**src/hw/rtl/ctc_pkg.sv**
```systemverilog
package ctc_pkg;

  localparam int TICKS_PER_SECOND_DEF   = 10;
  localparam int SECONDS_PER_MINUTE_DEF = 60;

  localparam int TEMP_W      = 12;
  localparam int CNT_W       = 16;
  localparam int STEP_W      = 3;
  localparam int OFF_DELAY_W = 14;
  localparam int PSAVE_W     = 2;
  localparam int CFG_INDEX_W = 3;
  localparam int CFG_DATA_W  = 16;

  // Temperatures are in 0.1 C units.
  localparam logic signed [TEMP_W-1:0] TEMP_START_NORMAL = 12'sd80;
  localparam logic signed [TEMP_W-1:0] TEMP_START_SAVE   = 12'sd100;
  localparam logic signed [TEMP_W-1:0] TEMP_STOP         = 12'sd60;
  localparam logic signed [TEMP_W-1:0] TEMP_FREEZE       = 12'sd10;

  // Off-delay reload values in ticks.
  localparam logic [OFF_DELAY_W-1:0] OFF_DELAY_LOW  = 14'd9000;
  localparam logic [OFF_DELAY_W-1:0] OFF_DELAY_HIGH = 14'd12000;

  localparam logic [STEP_W-1:0] STEP_FAULT = 3'd0;
  localparam logic [STEP_W-1:0] STEP_1     = 3'd1;
  localparam logic [STEP_W-1:0] STEP_2     = 3'd2;
  localparam logic [STEP_W-1:0] STEP_3     = 3'd3;
  localparam logic [STEP_W-1:0] STEP_4     = 3'd4;

  localparam logic [PSAVE_W-1:0] PSAVE_NORMAL = 2'd0;

  typedef enum logic [CFG_INDEX_W-1:0] {
    CFG_START_DELAY,
    CFG_MAX_RUN,
    CFG_COLD_OFF_WATCH,
    CFG_AIR_STEP1,
    CFG_AIR_STEP2,
    CFG_AIR_STEP3
  } cfg_reg_t;

  typedef struct packed {
    logic [CNT_W-1:0]         start_delay_seconds;
    logic [CNT_W-1:0]         max_run_seconds;
    logic [CNT_W-1:0]         cold_off_watch_minutes;
    logic signed [TEMP_W-1:0] air_step1_limit;
    logic signed [TEMP_W-1:0] air_step2_limit;
    logic signed [TEMP_W-1:0] air_step3_limit;
  } cfg_t;

  localparam cfg_t CFG_RESET = '{
    start_delay_seconds:    16'd300,
    max_run_seconds:        16'd7200,
    cold_off_watch_minutes: 16'd1440,
    air_step1_limit:        12'sd100,
    air_step2_limit:        12'sd200,
    air_step3_limit:        12'sd300
  };

  typedef struct packed {
    logic signed [TEMP_W-1:0] cold_water_temp;
    logic signed [TEMP_W-1:0] air_temp;
    logic                     air_sensor_fault;
    logic                     cold_function_on;
    logic                     cold_fault;
    logic                     low_level_seen;
    logic [PSAVE_W-1:0]       power_save_mode;
    logic                     manual_test_mode;
    logic                     manual_test_run;
  } item_t;

  typedef struct packed {
    logic               compressor_on;
    logic [STEP_W-1:0]  cool_step;
    logic               start_delay_done;
    logic [CNT_W-1:0]   start_delay_elapsed;
    logic               max_run_reached;
    logic               cold_off_long;
  } result_t;

endpackage

```
**src/hw/rtl/ctc_air_step.sv**
```systemverilog
module ctc_air_step (
  input  logic signed [ctc_pkg::TEMP_W-1:0] air_temp,
  input  logic                              air_sensor_fault,
  input  ctc_pkg::cfg_t                     cfg,
  output logic [ctc_pkg::STEP_W-1:0]        step
);
  import ctc_pkg::*;

  always_comb begin
    if (air_sensor_fault) begin
      step = STEP_FAULT;
    end else if (air_temp < cfg.air_step1_limit) begin
      step = STEP_1;
    end else if (air_temp < cfg.air_step2_limit) begin
      step = STEP_2;
    end else if (air_temp < cfg.air_step3_limit) begin
      step = STEP_3;
    end else begin
      step = STEP_4;
    end
  end

endmodule

```
**src/hw/rtl/ctc_core.sv**
```systemverilog
module ctc_core #(
  parameter int TICKS_PER_SECOND   = ctc_pkg::TICKS_PER_SECOND_DEF,
  parameter int SECONDS_PER_MINUTE = ctc_pkg::SECONDS_PER_MINUTE_DEF
) (
  input  logic             clk,
  input  logic             rst,
  input  logic             step_en,
  input  ctc_pkg::cfg_t    cfg,
  input  ctc_pkg::item_t   item,
  output ctc_pkg::result_t res_next
);
  import ctc_pkg::*;

  localparam int TP_W = $clog2(TICKS_PER_SECOND + 1);
  localparam int SP_W = $clog2(SECONDS_PER_MINUTE + 1);
  localparam logic [TP_W-1:0] TP_LAST = TP_W'(TICKS_PER_SECOND - 1);
  localparam logic [SP_W-1:0] SP_LAST = SP_W'(SECONDS_PER_MINUTE - 1);

  logic                   comp_running;
  logic [TP_W-1:0]        tenth_prescale;
  logic [SP_W-1:0]        second_prescale;
  logic [CNT_W-1:0]       start_delay_count;
  logic [CNT_W-1:0]       run_count;
  logic [CNT_W-1:0]       off_minutes;
  logic [OFF_DELAY_W-1:0] off_delay_count;
  logic [STEP_W-1:0]      step_held;
  logic                   manual_run_last;

  logic                   comp_running_next;
  logic [TP_W-1:0]        tenth_prescale_next;
  logic [SP_W-1:0]        second_prescale_next;
  logic [CNT_W-1:0]       start_delay_count_next;
  logic [CNT_W-1:0]       run_count_next;
  logic [CNT_W-1:0]       off_minutes_next;
  logic [OFF_DELAY_W-1:0] off_delay_count_next;
  logic [STEP_W-1:0]      step_held_next;

  logic                   tenth_fire;
  logic                   second_fire;
  logic                   delay_done;
  logic                   max_done;
  logic [STEP_W-1:0]      air_step;
  logic signed [TEMP_W-1:0] start_temp;

  ctc_air_step u_air_step (
    .air_temp         (item.air_temp),
    .air_sensor_fault (item.air_sensor_fault),
    .cfg              (cfg),
    .step             (air_step)
  );

  assign tenth_fire  = (tenth_prescale == TP_LAST);
  assign second_fire = (second_prescale == SP_LAST);
  assign start_temp  = (item.power_save_mode == PSAVE_NORMAL) ? TEMP_START_NORMAL
                                                              : TEMP_START_SAVE;

  always_comb begin
    comp_running_next      = comp_running;
    start_delay_count_next = start_delay_count;
    run_count_next         = run_count;
    off_minutes_next       = off_minutes;
    off_delay_count_next   = off_delay_count;
    step_held_next         = step_held;
    second_prescale_next   = second_prescale;
    tenth_prescale_next    = tenth_fire ? '0 : tenth_prescale + 1'b1;

    if (item.manual_test_mode && item.manual_test_run && !manual_run_last) begin
      start_delay_count_next = cfg.start_delay_seconds;
    end

    // Timers run on the compressor state from before this item.
    if (tenth_fire) begin
      if (!comp_running && (start_delay_count_next < cfg.start_delay_seconds)) begin
        start_delay_count_next = start_delay_count_next + 1'b1;
      end
      if (comp_running) begin
        if (run_count < cfg.max_run_seconds) begin
          run_count_next = (item.cold_water_temp < TEMP_FREEZE) ? cfg.max_run_seconds
                                                                : run_count + 1'b1;
        end
      end else begin
        run_count_next = '0;
      end
      if (second_fire) begin
        second_prescale_next = '0;
        if (!item.cold_function_on) begin
          if (off_minutes < cfg.cold_off_watch_minutes) begin
            off_minutes_next = off_minutes + 1'b1;
          end
        end else begin
          off_minutes_next = '0;
        end
      end else begin
        second_prescale_next = second_prescale + 1'b1;
      end
    end

    delay_done = (start_delay_count_next >= cfg.start_delay_seconds);
    max_done   = (run_count_next >= cfg.max_run_seconds);

    if (item.manual_test_mode) begin
      if (item.manual_test_run) begin
        if (delay_done) begin
          comp_running_next = 1'b1;
        end
      end else if (comp_running) begin
        comp_running_next      = 1'b0;
        start_delay_count_next = '0;
      end
    end else if (!item.cold_function_on) begin
      if (comp_running) begin
        comp_running_next      = 1'b0;
        start_delay_count_next = '0;
        off_delay_count_next   = '0;
      end
    end else if (!delay_done) begin
      off_delay_count_next = '0;
      comp_running_next    = 1'b0;
    end else if (max_done || !item.low_level_seen) begin
      if (comp_running) begin
        comp_running_next      = 1'b0;
        start_delay_count_next = '0;
        off_delay_count_next   = '0;
      end
    end else begin
      step_held_next = air_step;
      if (item.cold_fault) begin
        if (comp_running) begin
          comp_running_next      = 1'b0;
          start_delay_count_next = '0;
          off_delay_count_next   = '0;
        end
      end else begin
        if (item.cold_water_temp >= TEMP_STOP) begin
          if (air_step == STEP_FAULT) begin
            off_delay_count_next = '0;
          end else if (air_step <= STEP_2) begin
            off_delay_count_next = OFF_DELAY_LOW;
          end else begin
            off_delay_count_next = OFF_DELAY_HIGH;
          end
        end
        if (item.cold_water_temp > start_temp) begin
          comp_running_next = 1'b1;
        end else if ((item.cold_water_temp < TEMP_STOP) && comp_running) begin
          if (off_delay_count_next == '0) begin
            start_delay_count_next = '0;
            comp_running_next      = 1'b0;
          end else begin
            off_delay_count_next = off_delay_count_next - 1'b1;
          end
        end
      end
    end
  end

  always_comb begin
    res_next.compressor_on       = comp_running_next;
    res_next.cool_step           = step_held_next;
    res_next.start_delay_done    = (start_delay_count_next >= cfg.start_delay_seconds);
    res_next.start_delay_elapsed = start_delay_count_next;
    res_next.max_run_reached     = (run_count_next >= cfg.max_run_seconds);
    res_next.cold_off_long       = (off_minutes_next >= cfg.cold_off_watch_minutes);
  end

  always_ff @(posedge clk) begin
    if (rst) begin
      comp_running      <= 1'b0;
      tenth_prescale    <= '0;
      second_prescale   <= '0;
      start_delay_count <= '0;
      run_count         <= '0;
      off_minutes       <= '0;
      off_delay_count   <= '0;
      step_held         <= STEP_FAULT;
      manual_run_last   <= 1'b0;
    end else if (step_en) begin
      comp_running      <= comp_running_next;
      tenth_prescale    <= tenth_prescale_next;
      second_prescale   <= second_prescale_next;
      start_delay_count <= start_delay_count_next;
      run_count         <= run_count_next;
      off_minutes       <= off_minutes_next;
      off_delay_count   <= off_delay_count_next;
      step_held         <= step_held_next;
      manual_run_last   <= item.manual_test_run;
    end
  end

endmodule

```
**src/hw/rtl/compressor_thermostat_control_unit.sv**
```systemverilog
// Compressor thermostat controller. Each accepted item is one control tick; it
// yields exactly one result item, registered on the outputs when the held item
// advances out of the input register. One item can be accepted every cycle
// while out_stall is low: the item sits in an input register, the whole
// tick update (prescalers, start delay, run limit, off-delay and the on/off
// decision) is one pass of logic into the state and result registers, and the
// result register frees itself whenever out_stall is low. Configuration
// registers hold their reset values until written and take effect on the
// next item processed.
module compressor_thermostat_control_unit #(
  parameter int TICKS_PER_SECOND   = ctc_pkg::TICKS_PER_SECOND_DEF,
  parameter int SECONDS_PER_MINUTE = ctc_pkg::SECONDS_PER_MINUTE_DEF
) (
  input  logic                                  clk,
  input  logic                                  rst,

  input  logic                                  cfg_write,
  input  logic [ctc_pkg::CFG_INDEX_W-1:0]       cfg_index,
  input  logic [ctc_pkg::CFG_DATA_W-1:0]        cfg_data,

  input  logic                                  in_valid,
  output logic                                  in_stall,
  input  logic signed [ctc_pkg::TEMP_W-1:0]     cold_water_temp,
  input  logic signed [ctc_pkg::TEMP_W-1:0]     air_temp,
  input  logic                                  air_sensor_fault,
  input  logic                                  cold_function_on,
  input  logic                                  cold_fault,
  input  logic                                  low_level_seen,
  input  logic [ctc_pkg::PSAVE_W-1:0]           power_save_mode,
  input  logic                                  manual_test_mode,
  input  logic                                  manual_test_run,

  output logic                                  out_valid,
  input  logic                                  out_stall,
  output logic                                  compressor_on,
  output logic [ctc_pkg::STEP_W-1:0]            cool_step,
  output logic                                  start_delay_done,
  output logic [ctc_pkg::CNT_W-1:0]             start_delay_elapsed,
  output logic                                  max_run_reached,
  output logic                                  cold_off_long
);
  import ctc_pkg::*;

  cfg_t    cfg;
  item_t   in_item;
  logic    in_full;
  result_t res_next;
  result_t res;
  logic    advance;
  logic    accept;

  always_ff @(posedge clk) begin
    if (rst) begin
      cfg <= CFG_RESET;
    end else if (cfg_write) begin
      unique case (cfg_index)
        CFG_START_DELAY:    cfg.start_delay_seconds    <= cfg_data;
        CFG_MAX_RUN:        cfg.max_run_seconds        <= cfg_data;
        CFG_COLD_OFF_WATCH: cfg.cold_off_watch_minutes <= cfg_data;
        CFG_AIR_STEP1:      cfg.air_step1_limit        <= $signed(cfg_data[TEMP_W-1:0]);
        CFG_AIR_STEP2:      cfg.air_step2_limit        <= $signed(cfg_data[TEMP_W-1:0]);
        CFG_AIR_STEP3:      cfg.air_step3_limit        <= $signed(cfg_data[TEMP_W-1:0]);
        default: begin
        end
      endcase
    end
  end

  assign advance  = in_full && (!out_valid || !out_stall);
  assign in_stall = in_full && !advance;
  assign accept   = in_valid && !in_stall;

  always_ff @(posedge clk) begin
    if (rst) begin
      in_full <= 1'b0;
    end else if (accept) begin
      in_full <= 1'b1;
    end else if (advance) begin
      in_full <= 1'b0;
    end
  end

  always_ff @(posedge clk) begin
    if (accept) begin
      in_item.cold_water_temp  <= cold_water_temp;
      in_item.air_temp         <= air_temp;
      in_item.air_sensor_fault <= air_sensor_fault;
      in_item.cold_function_on <= cold_function_on;
      in_item.cold_fault       <= cold_fault;
      in_item.low_level_seen   <= low_level_seen;
      in_item.power_save_mode  <= power_save_mode;
      in_item.manual_test_mode <= manual_test_mode;
      in_item.manual_test_run  <= manual_test_run;
    end
  end

  ctc_core #(
    .TICKS_PER_SECOND   (TICKS_PER_SECOND),
    .SECONDS_PER_MINUTE (SECONDS_PER_MINUTE)
  ) u_core (
    .clk      (clk),
    .rst      (rst),
    .step_en  (advance),
    .cfg      (cfg),
    .item     (in_item),
    .res_next (res_next)
  );

  always_ff @(posedge clk) begin
    if (rst) begin
      out_valid <= 1'b0;
    end else if (advance) begin
      out_valid <= 1'b1;
    end else if (!out_stall) begin
      out_valid <= 1'b0;
    end
  end

  always_ff @(posedge clk) begin
    if (advance) begin
      res <= res_next;
    end
  end

  assign compressor_on       = res.compressor_on;
  assign cool_step           = res.cool_step;
  assign start_delay_done    = res.start_delay_done;
  assign start_delay_elapsed = res.start_delay_elapsed;
  assign max_run_reached     = res.max_run_reached;
  assign cold_off_long       = res.cold_off_long;

endmodule

```
**config.mk**
```make
export PLATFORM = sky130hd
export DESIGN_NAME = compressor_thermostat_control_unit
export DESIGN_NICKNAME = d
export VERILOG_FILES = /design/src/hw/rtl/ctc_pkg.sv /design/src/hw/rtl/ctc_air_step.sv /design/src/hw/rtl/ctc_core.sv /design/src/hw/rtl/compressor_thermostat_control_unit.sv
export SDC_FILE = /design/constraint.sdc
export NUM_CORES = 1
export LEC_CHECK = 0
export ABC_AREA = 1
export BUFFER_PORTS_ARGS = -buffer_cell sky130_fd_sc_hd__buf_2
export CAP_MARGIN = 20
export CORE_MARGIN = 2
export CORE_UTILIZATION = 55
export CTS_CLUSTER_DIAMETER = 40
export DETAILED_ROUTE_END_ITERATION = 6
export HOLD_SLACK_MARGIN = 0.02
export PLACE_DENSITY = 0.73
export SLEW_MARGIN = 30
export SYNTH_ARGS = -nofsm -noshare
export SYNTH_HDL_FRONTEND = slang
export SYNTH_SLANG_ARGS = --single-unit
```
**constraint.sdc**
```tcl
create_clock -name clk -period 7.5 [get_ports clk]
set_input_delay 1.5 -clock clk [delete_from_list [all_inputs] [get_ports clk]]
set_output_delay 1.5 -clock clk [all_outputs]
set_load 0.01 [all_outputs]
```
Word level (Yosys, flattened, before mapping)
Index checks and enable logic that the tools add are counted.
{"block": "classes", "bitwise_logic": 1, "mux": 62, "n_reduce_logical": 29, "eq_ne": 8, "add_sub_neg": 6, "n_lt_le_gt_ge": 15}
{"operator": "two-way mux 16 bit", "count": 21}
{"operator": "two-way mux 14 bit", "count": 15}
{"operator": ">= comparator 16 bit", "count": 4}
{"operator": "adder 16 x 1 -> 16 bit, second input constant", "count": 3}
{"operator": "less-than comparator 16 bit", "count": 3}
{"operator": "less-than comparator 12 bit", "count": 3}
{"operator": "two-way mux 3 bit", "count": 8}
{"operator": "AND reduction 2 bit", "count": 8}
{"operator": "zero test 14 bit", "count": 1}
{"operator": "two-way mux 1 bit", "count": 14}
{"operator": "subtractor 14 x 1 -> 14 bit, second input constant", "count": 1}
{"operator": ">= comparator 12 x 7 -> 1 bit, second input constant", "count": 1}
{"operator": "> comparator 12 bit", "count": 1}
{"operator": "less-than comparator 12 x 5 -> 1 bit, second input constant", "count": 1}
{"operator": "less-than comparator 12 x 7 -> 1 bit, second input constant", "count": 1}
{"operator": "two-way mux 12 bit", "count": 1}
{"operator": "two-way mux 6 bit", "count": 2}
{"operator": "logical AND 1 bit", "count": 7}
{"operator": "zero test 1 bit", "count": 7}
{"operator": "adder 6 x 1 -> 6 bit, second input constant", "count": 1}
{"operator": "== test 3 x 2 -> 1 bit, second input constant", "count": 2}
{"operator": "== test 3 bit, second input constant", "count": 2}
{"operator": "== test 6 bit, second input constant", "count": 1}
{"operator": "zero test 3 bit", "count": 2}
{"operator": "10 further kinds", "count": 11}
{"block": "word_totals", "out_inout_bits": 25, "ff_bits": 218}

Longest topological paths before layout
{"block": "logic_depth", "depth_word": 24, "depth_mapped": 47}

Modules after synthesis
A second synthesis with hierarchy kept.
{"block": "hier_totals", "cells_unflattened": 2156, "hier_area_um2": 14941.8}
{"mod": "ctc_core", "seq_area_each_um2": 1541.5, "cells_each": 1444, "instances": 1, "area_per_inst_um2": 8893.5}
{"mod": "compressor_thermostat_control_unit", "seq_area_each_um2": 3373.2, "cells_each": 536, "instances": 1, "area_per_inst_um2": 5048.6}
{"mod": "ctc_air_step", "seq_area_each_um2": 0.0, "cells_each": 176, "instances": 1, "area_per_inst_um2": 999.7}

Least setup slack after synthesis
OpenSTA, ideal clock, no wires.
{"block": "synth_timing", "path_type": "register to register", "from": "register u_core.run_count[0]", "to": "register res (netlist bit start_delay_done), data pin", "path_slack_ns": 2.004, "required_time_ns": 7.238, "path_stages_with_launch": 45, "arrival_ns": 5.234, "n_path_buf": 1, "setup_ns": 0.262, "cell_sequence": "dfxtp_1 > ha_1 > nand2_1 > nor2_1 > inv_1 > nor2_1 > nand2_1 > nor3_1 > nand2_1 > nor2_1 > nand3_1 > nor2_1 > xor2_1 > o21ai_1 > o221ai_1 > o21ai_0 > ha_1 > nand2_1 > [... 9 more ...] > buf_6 > nand2_2 > inv_1 > ha_1 > a21boi_0 > o21a_1 > o21a_1 > o21ai_0 > nand2_1 > nand2_1 > nand2_1 > nand2_1 > nand2_1 > nand2_1 > nand2_1 > a21o_1 > a21oi_1 > o21ai_0"}
{"item": "start, declared", "line_no": "ctc_core.sv:23", "rtl": "logic [CNT_W-1:0] run_count;"}
{"item": "start signal, assigned", "line_no": "ctc_core.sv:182", "rtl": "run_count <= run_count_next;"}
{"item": "end signal, assigned", "line_no": "compressor_thermostat_control_unit.sv:121", "rtl": "res <= res_next;"}
{"item": "end, declared", "line_no": "compressor_thermostat_control_unit.sv:48", "rtl": "result_t res;"}

==> flow_summary.toml <==
[cells_and_area]
final_net_count = 2177
fin_area_um2 = 15800
syn_to_final_growth_pct = 13.2
drive_gt1_share_pct = 11.2
diodes = 0
fillCellCount = 2263
fin_cells = 2327
final_cell_mix = "336 x nand2_1, 302 x inv_1, 218 x a21oi_1"
layout_commonest_cell = "nand2_1"

[critical_path]
slowest_delay_ns = 0.63
crit_fanout = 32
cp_data_required_time_ns = 7.77
startpoint_type = "flop"
crit_type = "flop to flop"
cp_slowest_cell = "o21ai_0"
reg2reg_depth = 40
end_kind = "flop"
cp.arrival_ns = 6.83
crit_top_cell = "nand2_1"

[yosys]
async_reset_ff_share_pct = 0
synth_area_um2 = 14000
yosysSeqAreaShare_pct = 35.2
synth.avg_cell_area_um2 = 7.33
synth_edf_count = 55
synth-main-ff-cell = "dfxtp_1"
syn-num-nets = 2110
synth_top_cell_by_area = "dfxtp_1"
ys_seq_elements = 218
synth_cells = 1904
synth_area_leaders = "dfxtp_1 23%, ha_1 13%, edfxtp_1 12%, nand2_1 9.0%, inv_1 8.1%"
synth_cell_types = 50
synth_warnings = 0
synth_top_area_share_pct = 23.4

[drt]
avgRoutedWirePerCell_um = 15.3
vias = 12741
drt_first_iter_violations = 763
via_per_inst = 5.48
drc_errors = 0
wl_mm = 35.6
drtAntennaViolNets = 0
firstDrtPassIters = 5

[cts]
cts_buffer_depth = 3
cts_max_level = 2
cts-root-buf = "clkbuf_16"
cts_resized = 0
clkTransAtPathRegs_ns = 0.06
holdBufCountCts = 0
cts_buffers = 35
clkSinkCount = 218
postCtsSetupRepairBufs = 0
tritoncts = "built"
worst_skew_pair.late_latency_ns = 0.53

[sta]
finalSetupTns_ns = 0
finClkSkew_ns = 0.0221
final-hold-violation-count = 0
finalWorstPathRequiredPeriod_ns = 6.55
tightest_slew_ns = 0.960
max-slew-margin-rel_pct = 35.8
final.period_utilization_pct = 87.4
rsz0062_at_grt = "false"
finalSetupViolations = 0
finalMaxSlewViolations = 0
fmax_mhz = 153
holdWs_ns = 0.459

[pwr]
power_density_nw_per_um2 = 217
p_leak_nw = 7.43
ir_drop_mv = 0.197

[die]
ios = 81
dieArea_um2 = 26700
core.rowCount = 58
die_y_um = 163
start_util_pct = 55.7
core_region_area_um2 = 25000
die_w_um = 163

[global_routing]
grt_pass1_wl_mm = 58.6
grt_antenna_before_repair = 0
grt_max_degree = 99
grtUsageTotal_pct = 27.2
gr-total-overflow = 0
grt_pass1_vias = 11968

[min_path]
hold_depth = 1
hp-class = "flop to flop"

[placement]
dpl.hpwl_mm = 26.0
placed_cells = 2264
io_buffer_count = 80
place_congestion = 0.933
placed_area_um2 = 14600

[job]
max_cap_viol_count = 0

[outcome]
outcome = "finished, final reports clean"
## flip-flops by register name (all words and copies together), names as in the netlist
name and cells:
cold_off_long 1, u_core.run_count 16, in_item 32, max_run_reached 1
u_core.manual_run_last 1, start_delay_done 1, cool_step 3, u_core.tenth_prescale 4
u_core.off_delay_count 14, u_core.start_delay_count 16, cfg 84, u_core.second_prescale 6
compressor_on 1, start_delay_elapsed 16, u_core.comp_running 1, u_core.off_minutes 16
in_full 1, u_core.step_held 3, out_valid 1
## path summary, 6_finish.rpt
check	startpoint	endpoint	slack [ns]
hold / removal	u_core.second_prescale[5]	u_core.second_prescale[5]	0.46
setup / recovery	in_item[1]	start_delay_done	0.95
hold reg to reg	u_core.second_prescale[5]	u_core.second_prescale[5]	0.46
setup reg to reg	in_item[1]	start_delay_done	0.95
## worst max-delay path, delay by kind of cell (launching register included)
family	cells	cell delay, ns
DFF	1	0.46
AOI/OAI and AO/OA	12	2.03
and+or+nand+nor	21	2.68
buffers and inverters	4	0.32
adders and majority gates	3	0.80
## metal layers
metal  track usage [%]  vias to the layer above  routed length, µm  part of all wire [%]
met1              35.4                     5894              16200                    46
met3              3.94                       64               1570                   4.4
li1                  -                     6510                  -                     -
met5                 0                        -                  0                     0
met2              46.7                      273              17000                    48
met4              7.96                        0                891                   2.5
## power breakdown
group / leakage [nW] / internal, mW / total [mW] / switching, mW
logic: 4.97 / 0.167 / 0.491 / 0.324
registers: 1.86 / 1.27 / 1.30 / 0.0354
clock network: 0.593 / 1.00 / 1.64 / 0.636
## cells in the mapped netlist (2+ instances only)
| cell | n |
|---|---|
| nand2_1 | 336 |
| inv_1 | 303 |
| a21oi_1 | 218 |
| o21ai_0 | 175 |
| dfxtp_1 | 163 |
| ha_1 | 150 |
| nor2_1 | 124 |
| nand3_1 | 70 |
| edfxtp_1 | 55 |
| clkbuf_1 | 52 |
| o211ai_1 | 37 |
| nor3_1 | 32 |
| nand4_1 | 28 |
| nand2_2 | 20 |
| o21ai_1 | 14 |
| xor2_1 | 14 |
| a31oi_1 | 11 |
| inv_2 | 8 |
| o21ai_2 | 8 |
| or2_2 | 8 |
| nor2_2 | 7 |
| o21a_1 | 6 |
| o22ai_1 | 5 |
| a21boi_0 | 4 |
| buf_6 | 4 |
| nand3_2 | 4 |
| nand3b_1 | 4 |
| o31ai_1 | 4 |
| a211oi_1 | 3 |
| a21o_1 | 3 |
| a21oi_2 | 3 |
| buf_1 | 3 |
| o2111ai_1 | 3 |
| o211a_1 | 3 |
| o21ai_4 | 3 |
| clkinv_1 | 2 |
| nor3_2 | 2 |
| nor3b_1 | 2 |
| o21bai_1 | 2 |
## stage by stage
| step | setup WS (ns) | utilization, % | total power, mW |
|---|---|---|---|
| after floorplan | 2.00 | - | 1.67 |
| after global placement | 1.04 | 58.3 | 1.79 |
| after detailed placement | 0.987 | 58.3 | 1.81 |
| after CTS | 0.960 | 63.1 | 3.45 |
| after global routing | 0.203 | 63.1 | 3.59 |
| final | 0.946 | 63.1 | 3.43 |
## kinds of logic (layout without fill, tap and decap cells)
| kind of cell | Yosys count | count (layout) | share of synthesized area (%) |
|---|---|---|---|
| DFF | 218 | 218 | 35.2 |
| buffers and inverters | 374 | 467 | 10.3 |
| and+or+nand+nor | 643 | 643 | 20.0 |
| adders and majority gates | 150 | 150 | 13.4 |
| AOI/OAI and AO/OA | 504 | 504 | 20.0 |
| xor gates and xnor gates | 15 | 15 | 0.941 |
## area by class of cell
class,count,area [µm²],area share (%)
clock buffers,38,940,5.95
clock inverters,25,254,1.61
inverters,313,1170,7.44
multi-input cells,1312,7610,48.2
flip-flops and latches,218,4910,31.1
well taps,330,413,2.61
repair buffers,91,483,3.06
(Power assumes the default switching activity.)
